$ cat src/rtl/core/gxtt_pkg.sv
// Shared types and constants of the GX texture tile converter.
package gxtt_pkg;

   // Largest tile row width the address math supports
   localparam int unsigned MAX_WIDTH_TILES = 256;

   localparam int unsigned LANES      = 4;
   localparam int unsigned ADDR_W     = 22;
   localparam int unsigned DATA_W     = 64;
   localparam int unsigned WIDTH_W    = 9;
   localparam int unsigned COL_W      = 8;
   localparam int unsigned ROW_W      = 10;
   localparam int unsigned TILE_W     = 17;
   localparam int unsigned CSR_DATA_W = 9;

   // Register map of the configuration port
   localparam logic CSR_TEXTURE_FORMAT = 1'b0;
   localparam logic CSR_WIDTH_IN_TILES = 1'b1;

   // Offset of the green-blue half of an RGBA8 tile
   localparam logic [ADDR_W-1:0] GB_OFFSET = ADDR_W'(32);

   // Texture format codes; the unused code behaves as opaque RGBA8
   typedef enum logic [1:0] {
      FMT_RGB565       = 2'd0,
      FMT_RGBA8_SRC    = 2'd1,
      FMT_RGBA8_OPAQUE = 2'd2
   } format_type;

   // What one lane produces for one pixel
   typedef struct packed {
      logic [15:0] rgb565;
      logic [15:0] alpha_red;
      logic [15:0] green_blue;
   } lane_word_type;

   // Control that travels with an item into the merge stage
   typedef struct packed {
      logic              valid;
      logic              rgb565_mode;
      logic [TILE_W-1:0] tile;
      logic [1:0]        sub_row;
   } item_ctrl_type;

endpackage

$ cat src/rtl/core/gxtt_pixel_lane.sv
// One pixel lane: converts a packed ARGB pixel into 565 and RGBA8 byte pairs.
module gxtt_pixel_lane
   import gxtt_pkg::*;
(
   input  logic [31:0]   pixel,
   input  logic          force_alpha,
   output lane_word_type word
);

   logic [7:0] alpha;
   logic [7:0] red;
   logic [7:0] green;
   logic [7:0] blue;

   assign alpha = force_alpha ? 8'hff : pixel[31:24];
   assign red   = pixel[23:16];
   assign green = pixel[15:8];
   assign blue  = pixel[7:0];

   // Truncate channels to 5-6-5, keep full bytes for RGBA8
   assign word.rgb565     = {red[7:3], green[7:2], blue[7:3]};
   assign word.alpha_red  = {alpha, red};
   assign word.green_blue = {green, blue};

endmodule

$ cat src/rtl/core/gxtt_merge.sv
// Merge stage: packs the lane words and forms the write addresses.
module gxtt_merge
   import gxtt_pkg::*;
(
   input  logic                  clock,
   input  logic                  reset,
   input  item_ctrl_type         ctrl,
   input  lane_word_type [LANES-1:0] lane_words,
   output logic                  rsp_valid,
   output logic [ADDR_W-1:0]     rsp_first_address,
   output logic [DATA_W-1:0]     rsp_first_data,
   output logic [ADDR_W-1:0]     rsp_second_address,
   output logic [DATA_W-1:0]     rsp_second_data,
   output logic                  rsp_second_valid
);

   logic [ADDR_W-1:0] tile_addr;
   logic [ADDR_W-1:0] row_addr;
   logic [ADDR_W-1:0] first_addr;
   logic [DATA_W-1:0] pack565;
   logic [DATA_W-1:0] pack_ar;
   logic [DATA_W-1:0] pack_gb;

   logic              valid_ff;
   logic [ADDR_W-1:0] first_address_ff,  first_address_in;
   logic [DATA_W-1:0] first_data_ff,     first_data_in;
   logic [ADDR_W-1:0] second_address_ff, second_address_in;
   logic [DATA_W-1:0] second_data_ff,    second_data_in;
   logic              second_valid_ff,   second_valid_in;

   // Lane 0 is the leftmost pixel and lands in the top bits
   always_comb begin
      for (int k = 0; k < LANES; k++) begin
         pack565[DATA_W-1-16*k -: 16] = lane_words[k].rgb565;
         pack_ar[DATA_W-1-16*k -: 16] = lane_words[k].alpha_red;
         pack_gb[DATA_W-1-16*k -: 16] = lane_words[k].green_blue;
      end
   end

   // Tile base: 32 bytes per tile in 565, 64 in RGBA8; rows are 8 bytes
   assign tile_addr = ctrl.rgb565_mode ? ADDR_W'({ctrl.tile, 5'b0})
                                       : ADDR_W'({ctrl.tile, 6'b0});
   assign row_addr  = ADDR_W'({ctrl.sub_row, 3'b0});
   assign first_addr = tile_addr + row_addr;

   always_comb begin
      first_address_in = first_addr;
      if (ctrl.rgb565_mode) begin
         first_data_in     = pack565;
         second_address_in = '0;
         second_data_in    = '0;
         second_valid_in   = 1'b0;
      end else begin
         first_data_in     = pack_ar;
         second_address_in = first_addr + GB_OFFSET;
         second_data_in    = pack_gb;
         second_valid_in   = 1'b1;
      end
   end

   // Result strobe
   always_ff @(posedge clock) begin
      if (reset) begin
         valid_ff <= 1'b0;
      end else begin
         valid_ff <= ctrl.valid;
      end
   end

   // Result payload
   always_ff @(posedge clock) begin
      first_address_ff  <= first_address_in;
      first_data_ff     <= first_data_in;
      second_address_ff <= second_address_in;
      second_data_ff    <= second_data_in;
      second_valid_ff   <= second_valid_in;
   end

   assign rsp_valid          = valid_ff;
   assign rsp_first_address  = first_address_ff;
   assign rsp_first_data     = first_data_ff;
   assign rsp_second_address = second_address_ff;
   assign rsp_second_data    = second_data_ff;
   assign rsp_second_valid   = second_valid_ff;

endmodule

$ cat src/rtl/core/gx_texture_tile_converter.sv
// Top level of the GX texture tile converter: registers, lanes and pipeline.
//
// Takes one row of four pixels per cycle and returns its tiled texture
// writes through a register stage after the pixel lanes and tile
// multiply and another in the merge stage. busy never rises, so a new
// transaction may start every cycle; the result strobe rsp_valid is one
// cycle wide and the receiver has no way to stall it. Configuration
// registers are written through the csr_ channel, which is always ready;
// change them only while no transaction is in flight.
module gx_texture_tile_converter
   import gxtt_pkg::*;
(
   input  logic                  clock,
   input  logic                  reset,
   // request
   input  logic                  start,
   output logic                  busy,
   input  logic [COL_W-1:0]      req_tile_column,
   input  logic [ROW_W-1:0]      req_pixel_row,
   input  logic [31:0]           req_pixel_0,
   input  logic [31:0]           req_pixel_1,
   input  logic [31:0]           req_pixel_2,
   input  logic [31:0]           req_pixel_3,
   // response
   output logic                  rsp_valid,
   output logic [ADDR_W-1:0]     rsp_first_address,
   output logic [DATA_W-1:0]     rsp_first_data,
   output logic [ADDR_W-1:0]     rsp_second_address,
   output logic [DATA_W-1:0]     rsp_second_data,
   output logic                  rsp_second_valid,
   // configuration
   input  logic                  csr_valid,
   output logic                  csr_ready,
   input  logic                  csr_index,
   input  logic [CSR_DATA_W-1:0] csr_data
);

   logic [1:0]         format_ff;
   logic [WIDTH_W-1:0] width_ff;
   logic [WIDTH_W-1:0] width_eff;
   logic               accept;
   logic               rgb565_mode;
   logic               force_alpha;
   logic [31:0]        pixels [LANES];
   logic [TILE_W-1:0]  tile_in;

   lane_word_type [LANES-1:0] lane_words_in;
   lane_word_type [LANES-1:0] lane_words_ff;
   item_ctrl_type             ctrl_ff, ctrl_in;

   assign busy      = 1'b0;
   assign csr_ready = 1'b1;
   assign accept    = start & ~busy;

   // Configuration registers
   always_ff @(posedge clock) begin
      if (reset) begin
         format_ff <= FMT_RGB565;
         width_ff  <= WIDTH_W'(1);
      end else if (csr_valid && csr_ready) begin
         unique case (csr_index)
            CSR_TEXTURE_FORMAT: format_ff <= csr_data[1:0];
            CSR_WIDTH_IN_TILES: width_ff  <= csr_data[WIDTH_W-1:0];
            default:            format_ff <= format_ff;
         endcase
      end
   end

   // Width of zero counts as one, large widths saturate
   always_comb begin
      priority if (width_ff == '0) begin
         width_eff = WIDTH_W'(1);
      end else if (width_ff > WIDTH_W'(MAX_WIDTH_TILES)) begin
         width_eff = WIDTH_W'(MAX_WIDTH_TILES);
      end else begin
         width_eff = width_ff;
      end
   end

   assign rgb565_mode = (format_ff == FMT_RGB565);
   assign force_alpha = (format_ff != FMT_RGBA8_SRC);

   // Tile number: tile row times width plus column
   assign tile_in = TILE_W'(req_pixel_row[ROW_W-1:2] * width_eff)
                  + TILE_W'(req_tile_column);

   assign pixels[0] = req_pixel_0;
   assign pixels[1] = req_pixel_1;
   assign pixels[2] = req_pixel_2;
   assign pixels[3] = req_pixel_3;

   // Pixel lanes
   for (genvar k = 0; k < LANES; k++) begin : g_lane
      gxtt_pixel_lane u_lane (
         .pixel       (pixels[k]),
         .force_alpha (force_alpha),
         .word        (lane_words_in[k])
      );
   end

   always_comb begin
      ctrl_in.valid       = accept;
      ctrl_in.rgb565_mode = rgb565_mode;
      ctrl_in.tile        = tile_in;
      ctrl_in.sub_row     = req_pixel_row[1:0];
   end

   // Stage 1 control and payload; only the strobe is reset
   always_ff @(posedge clock) begin
      if (reset) begin
         ctrl_ff.valid <= 1'b0;
      end else begin
         ctrl_ff.valid <= ctrl_in.valid;
      end
      ctrl_ff.rgb565_mode <= ctrl_in.rgb565_mode;
      ctrl_ff.tile        <= ctrl_in.tile;
      ctrl_ff.sub_row     <= ctrl_in.sub_row;
      lane_words_ff       <= lane_words_in;
   end

   gxtt_merge u_merge (
      .clock              (clock),
      .reset              (reset),
      .ctrl               (ctrl_ff),
      .lane_words         (lane_words_ff),
      .rsp_valid          (rsp_valid),
      .rsp_first_address  (rsp_first_address),
      .rsp_first_data     (rsp_first_data),
      .rsp_second_address (rsp_second_address),
      .rsp_second_data    (rsp_second_data),
      .rsp_second_valid   (rsp_second_valid)
   );

endmodule
$ cat config.mk
export PLATFORM = sky130hd
export DESIGN_NAME = gx_texture_tile_converter
export DESIGN_NICKNAME = d
export VERILOG_FILES = /design/src/rtl/core/gxtt_pkg.sv /design/src/rtl/core/gxtt_pixel_lane.sv /design/src/rtl/core/gxtt_merge.sv /design/src/rtl/core/gx_texture_tile_converter.sv
export SDC_FILE = /design/constraint.sdc
export NUM_CORES = 1
export LEC_CHECK = 0
export BUFFER_PORTS_ARGS = -buffer_cell sky130_fd_sc_hd__buf_4
export CAP_MARGIN = 15
export CORE_UTILIZATION = 55
export CTS_CLUSTER_DIAMETER = 80
export CTS_CLUSTER_SIZE = 12
export DETAILED_ROUTE_END_ITERATION = 6
export PLACE_DENSITY = 0.84
export SLEW_MARGIN = 20
export SYNTH_ARGS = -nofsm -noshare
export SYNTH_HDL_FRONTEND = slang
export SYNTH_SLANG_ARGS = --single-unit
$ cat constraint.sdc
create_clock -name clock -period 14.8 [get_ports clock]
set_clock_uncertainty 0.2 [all_clocks]
set_input_delay 0 -clock clock [delete_from_list [all_inputs] [get_ports clock]]
set_output_delay 0 -clock clock [all_outputs]
set_load 0.005 [all_outputs]
Word-level counts from Yosys, hierarchy flattened --
Cells that the tools add are included.
Cells by class: div/mod/pow operators 0, $mul 1, reduce and logical (&&, ||, !) cells 4, shift-type cells 0, magnitude comparators 1, equality and inequality tests 1, add/subtract/negate cells 3, mux-type cells 5, bitwise operators 1
Operators with widths (count):
- 64-bit two-way mux | 1
- 22-bit by 5-bit adder with 22-bit output | 1
- 22-bit by 6-bit adder with 22-bit output, second input constant | 1
- 22-bit two-way mux | 1
- 9-bit two-way mux | 2
- 17-bit by 8-bit adder with 17-bit output | 1
- 8-bit by 9-bit multiplier with 17-bit output | 1
- 9-bit > comparator, second input constant | 1
- 9-bit logical NOT | 1
- 2-bit AND reduction | 2
- 2-bit logical NOT | 1
- 2-bit by 1-bit != test with 1-bit output, second input constant | 1
- 1-bit two-way mux | 1
- 1-bit NOT | 1
Storage, ports and cells: register bits 398, bits in writable memories 0, ROM bits 0, latch bits 0, output and inout port bits 176, memories 0, input port bits 160

Depth between registers and ports, before layout --
depth after elaboration 5, gate-level depth with buffers 19, mapped depth without buffers 19

By module --
Synthesis repeated with hierarchy kept, for this count alone.
Unflattened totals: cells, all modules 1166, area total of the unflattened synthesis 13840.8 µm²
By module, submodules not included:
- gx_texture_tile_converter | area each 7347.0 µm², instances 1, cells an instance 584, sequential area each 4484.3 µm²
- gxtt_merge | area each 5092.4 µm², instances 1, cells an instance 390, sequential area each 3363.2 µm²
- gxtt_pixel_lane | area each 350.3 µm², instances 4, cells an instance 48, sequential area each 0.0 µm²

Least setup slack after synthesis --
No wires, ideal clock.
path kind reg2reg, start point register width_ff[8], end point register ctrl_ff[18] (netlist name), cell stages (with the launch flop) 18, data arrival time 4485 ps, library setup time 129 ps, slack 9986 ps, required time 14471 ps, buffers on the path 2, path through dfxtp_1 > clkbuf_1 > clkbuf_1 > nor2b_1 > and2_1 > fa_1 > inv_1 > fa_1 > inv_1 > fa_1 > inv_1 > fa_1 > inv_1 > ha_1 > a21oi_1 > a31oi_1 > o41ai_1 > xnor2_1
On the way: longest elaborated chain between the ends 5, elaborated cells between the ends (all ways) 6
RTL lines:
- start: declaration | RTL line gx_texture_tile_converter.sv:39 | logic [WIDTH_W-1:0] width_ff;
- start signal: assignment | RTL line gx_texture_tile_converter.sv:63 | CSR_WIDTH_IN_TILES: width_ff <= csr_data[WIDTH_W-1:0];
- 9-bit > comparator | RTL line gx_texture_tile_converter.sv:73 | end else if (width_ff > WIDTH_W'(MAX_WIDTH_TILES)) begin
- 9-bit two-way mux | RTL line gx_texture_tile_converter.sv:73
- 9-bit two-way mux * | RTL line gx_texture_tile_converter.sv:71 | priority if (width_ff == '0) begin
- 8-bit by 9-bit multiplier with 17-bit output * | RTL line gx_texture_tile_converter.sv:84 | assign tile_in = TILE_W'(req_pixel_row[ROW_W-1:2] * width_eff)
- 17-bit by 8-bit adder with 17-bit output * | RTL line gx_texture_tile_converter.sv:85 | + TILE_W'(req_tile_column);
- via tile_in[16] | RTL line gx_texture_tile_converter.sv:45 | logic [TILE_W-1:0] tile_in;
- end: declaration | RTL line gx_texture_tile_converter.sv:49 | item_ctrl_type ctrl_ff, ctrl_in;
The timed path passes the listed nets; every way through them passes the cells marked *. A chain may end at the register's enable or synchronous reset.

Worst setup path in the final report --
start point register width_ff[4], end point register ctrl_ff[18] (netlist name)
Same word-level chain as after synthesis.

==> impl_metrics.env <==
export IMPL_outcome="completed"
export IMPL_placedInstanceArea_sq_um=14150
export IMPL_nNetsFinal=1825
export IMPL_start_util_pct=56.43
export IMPL_dieHeight_um=146.5
export IMPL_critical_path_arrival_ns=5.74
export IMPL_period_share_pct=37.30
export IMPL_drv_cap=0
export IMPL_ys_types=48
export IMPL_core_area_sq_um=20360
export IMPL_clkLatencyLatePin_ns=0.57
export IMPL_htreeDepth=1
export IMPL_cts_root_buf="clkbuf_16"
export IMPL_max_freq_mhz=181.2
export IMPL_dr_pass1_iters=5
export IMPL_syn_to_final_growth_pct=55.16
export IMPL_drive_above_1_share_pct=28.39
export IMPL_fillers=832
export IMPL_setup_ws_ns=9.280
export IMPL_dpl_hpwl_um=20160
export IMPL_async_reset_ff_share_pct=0
export IMPL_hold_viol_final=0
export IMPL_numCtsBuffers=31
export IMPL_detail_route_antenna_nets=0
export IMPL_worstMarginPinSlew_ns=0.8319
export IMPL_rows=52
export IMPL_cts_path_max_buffers=3
export IMPL_mostFrequentLayoutCells="330 x buf_4, 327 x dfxtp_1, 281 x dlygate4sd3_1"
export IMPL_syn_inst=962
export IMPL_ys_flop_type="dfxtp_1"
export IMPL_worstPathMaxFanout=8
export IMPL_drv_slew=0
export IMPL_io_pins=336
export IMPL_cts_resized=0
export IMPL_dp_slack_ns=9.592
export IMPL_leakage_nw=8.274
export IMPL_final_common_cell="buf_4"
export IMPL_crit_path_end_kind="flop"
export IMPL_setup_tns_ns=0
export IMPL_die_x_um=146.5
export IMPL_post_drt_wl_per_cell_um=22.38
export IMPL_synth_edff_count=0
export IMPL_crit_required_ns=15.02
export IMPL_cts_setup_buffers=0
export IMPL_drt_iter0_markers=466
export IMPL_track_usage_pct=38.47
export IMPL_drc=0
export IMPL_antenna_found_initial=4
export IMPL_clk_pin_slew_ns=0.06
export IMPL_finalCriticalPeriod_ns=5.520
export IMPL_syn_avg_cell_area_sq_um=11.94
export IMPL_rsz0062_at_grt="false"
export IMPL_post_route_util_pct=87.55
export IMPL_hold_class="primary input to flop"
export IMPL_seq_area_frac_synth_pct=57.14
export IMPL_ir_drop_mv=0.09893
export IMPL_finalSetupViolCount=0
export IMPL_die_area_sq_um=21480
export IMPL_num_vias=9635
export IMPL_whs_ns=0.009098
export IMPL_synth_cell_area_sq_um=11490
export IMPL_grt_max_degree=71
export IMPL_wl_um=41420
export IMPL_cts_tree="yes"
export IMPL_yosysWarnings=0
export IMPL_crit_type="flop to flop"
export IMPL_clkSinkCount=328
export IMPL_globalplace_congestion=0.8752
export IMPL_viasPerCell=5.205
export IMPL_start_kind="flop"
export IMPL_hold_buffers=280
export IMPL_fin_area_sq_um=17830
export IMPL_grt_pass1_vias=10550
export IMPL_p_per_area_nw_per_um2=122.2
export IMPL_port_buffers=327
export IMPL_relSlewSlack_pct=44.54
export IMPL_ys_seq_elements=328
export IMPL_grt_ovfl_total=0
export IMPL_grt_pass1_wl_um=62310
[metrics by stage]
stage               cells  total power [mW]
floorplan             968             1.198
finish               1851             2.179
detailed placement   1532             1.358
global route         1851             2.251
global placement     1532             1.345
CTS                  1847             2.125
[routing by layer]
layer	routed length [um]	track usage (%)	up-vias	part of all wire [%]
met3	2934	7.906	199	7.1
met1	14440	40.85	4647	35
met5	11	0	-	0.027
met4	3184	25.94	2	7.7
li1	-	-	4234	-
met2	20850	68.74	553	50
[synthesized netlist by cell type (2+ instances only)]
library cell / number / area [sq um]
a21o_1: 8 / 60.06
a21oi_1: 21 / 105.1
a31oi_1: 3 / 18.77
and2_1: 49 / 306.5
and3_1: 2 / 12.51
buf_1: 2 / 7.510
buf_2: 10 / 50.05
buf_4: 8 / 60.06
clkbuf_1: 15 / 56.30
conb_1: 2 / 7.510
dfxtp_1: 328 / 6566
fa_1: 50 / 1001
ha_1: 39 / 488.0
inv_1: 91 / 341.6
mux2_2: 74 / 833.3
mux2_4: 3 / 45.04
nand2_1: 57 / 214.0
nand2b_1: 33 / 206.5
nand3_1: 7 / 35.03
nand3b_1: 2 / 15.01
nand4_4: 2 / 42.54
nor2_1: 21 / 78.83
nor2b_1: 86 / 538.0
nor3_1: 5 / 25.02
nor4_1: 2 / 12.51
o211ai_1: 2 / 15.01
o21ai_0: 3 / 15.01
o31ai_1: 2 / 15.01
o41ai_1: 2 / 17.52
or3_1: 2 / 12.51
xnor2_1: 12 / 105.1
xor2_1: 3 / 26.28
[power breakdown]
group          internal (mW)  switching (mW)
Clock                  0.406           0.332
Sequential             0.965          0.0581
Combinational          0.230           0.189
[registers in the layout, summed over array words and instances (netlist names)]
name / flops
u_merge.rsp_second_address: 19
u_merge.rsp_second_valid: 1
width_ff: 9
lane_words_ff: 128
u_merge.rsp_first_data: 64
ctrl_ff: 21
u_merge.rsp_valid: 1
u_merge.rsp_second_data: 64
u_merge.rsp_first_address: 19
format_ff: 2
[area by class of cell]
type	instances	area, sq um	share of cell area (%)
sequential	328	6570	36.85
timing repair buffer	611	5290	29.67
multi-input combinational	513	4423	24.81
clock buffer	32	779.5	4.372
inverter	91	341.6	1.916
tap	270	337.8	1.895
clock inverter	3	80.08	0.4491
antenna	3	7.507	0.04211
[critical path, stage by stage, from the launching register on]
cell,delay (ns)
dfxtp_1,0.33
nor4_1,0.47
a21oi_1,0.14
nor2_1,0.38
nand2_1,0.14
fa_1,0.52
fa_1,0.56
inv_1,0.06
fa_1,0.52
inv_1,0.05
fa_1,0.52
inv_1,0.04
ha_1,0.35
a21oi_1,0.31
a31oi_1,0.22
o41ai_1,0.45
xnor2_1,0.12
[worst paths after layout]
| check | endpoint | from | slack, ns | depth (start not counted) |
|---|---|---|---|---|
| setup reg to reg | ctrl_ff[18] | width_ff[4] | 9.28 | 16 |
| hold / removal | ctrl_ff[18] | req_pixel_row[9] | 0.009 | 5 |
| setup / recovery | ctrl_ff[18] | width_ff[4] | 9.28 | 16 |
| hold reg to reg | u_merge.rsp_first_address[4] | ctrl_ff[1] | 0.18 | 0 |
[cell families after synthesis]
kind of cell | Yosys count | share of synthesized area, %
compound gates | 50 | 2.864
xor+xnor | 15 | 1.143
fa+ha+maj | 89 | 12.96
buf+inv | 127 | 4.584
flops | 328 | 57.14
mux | 78 | 7.731
other cells | 2 | 0.06536
simple gates | 273 | 13.51
Power figures use the tool's default switching activity.
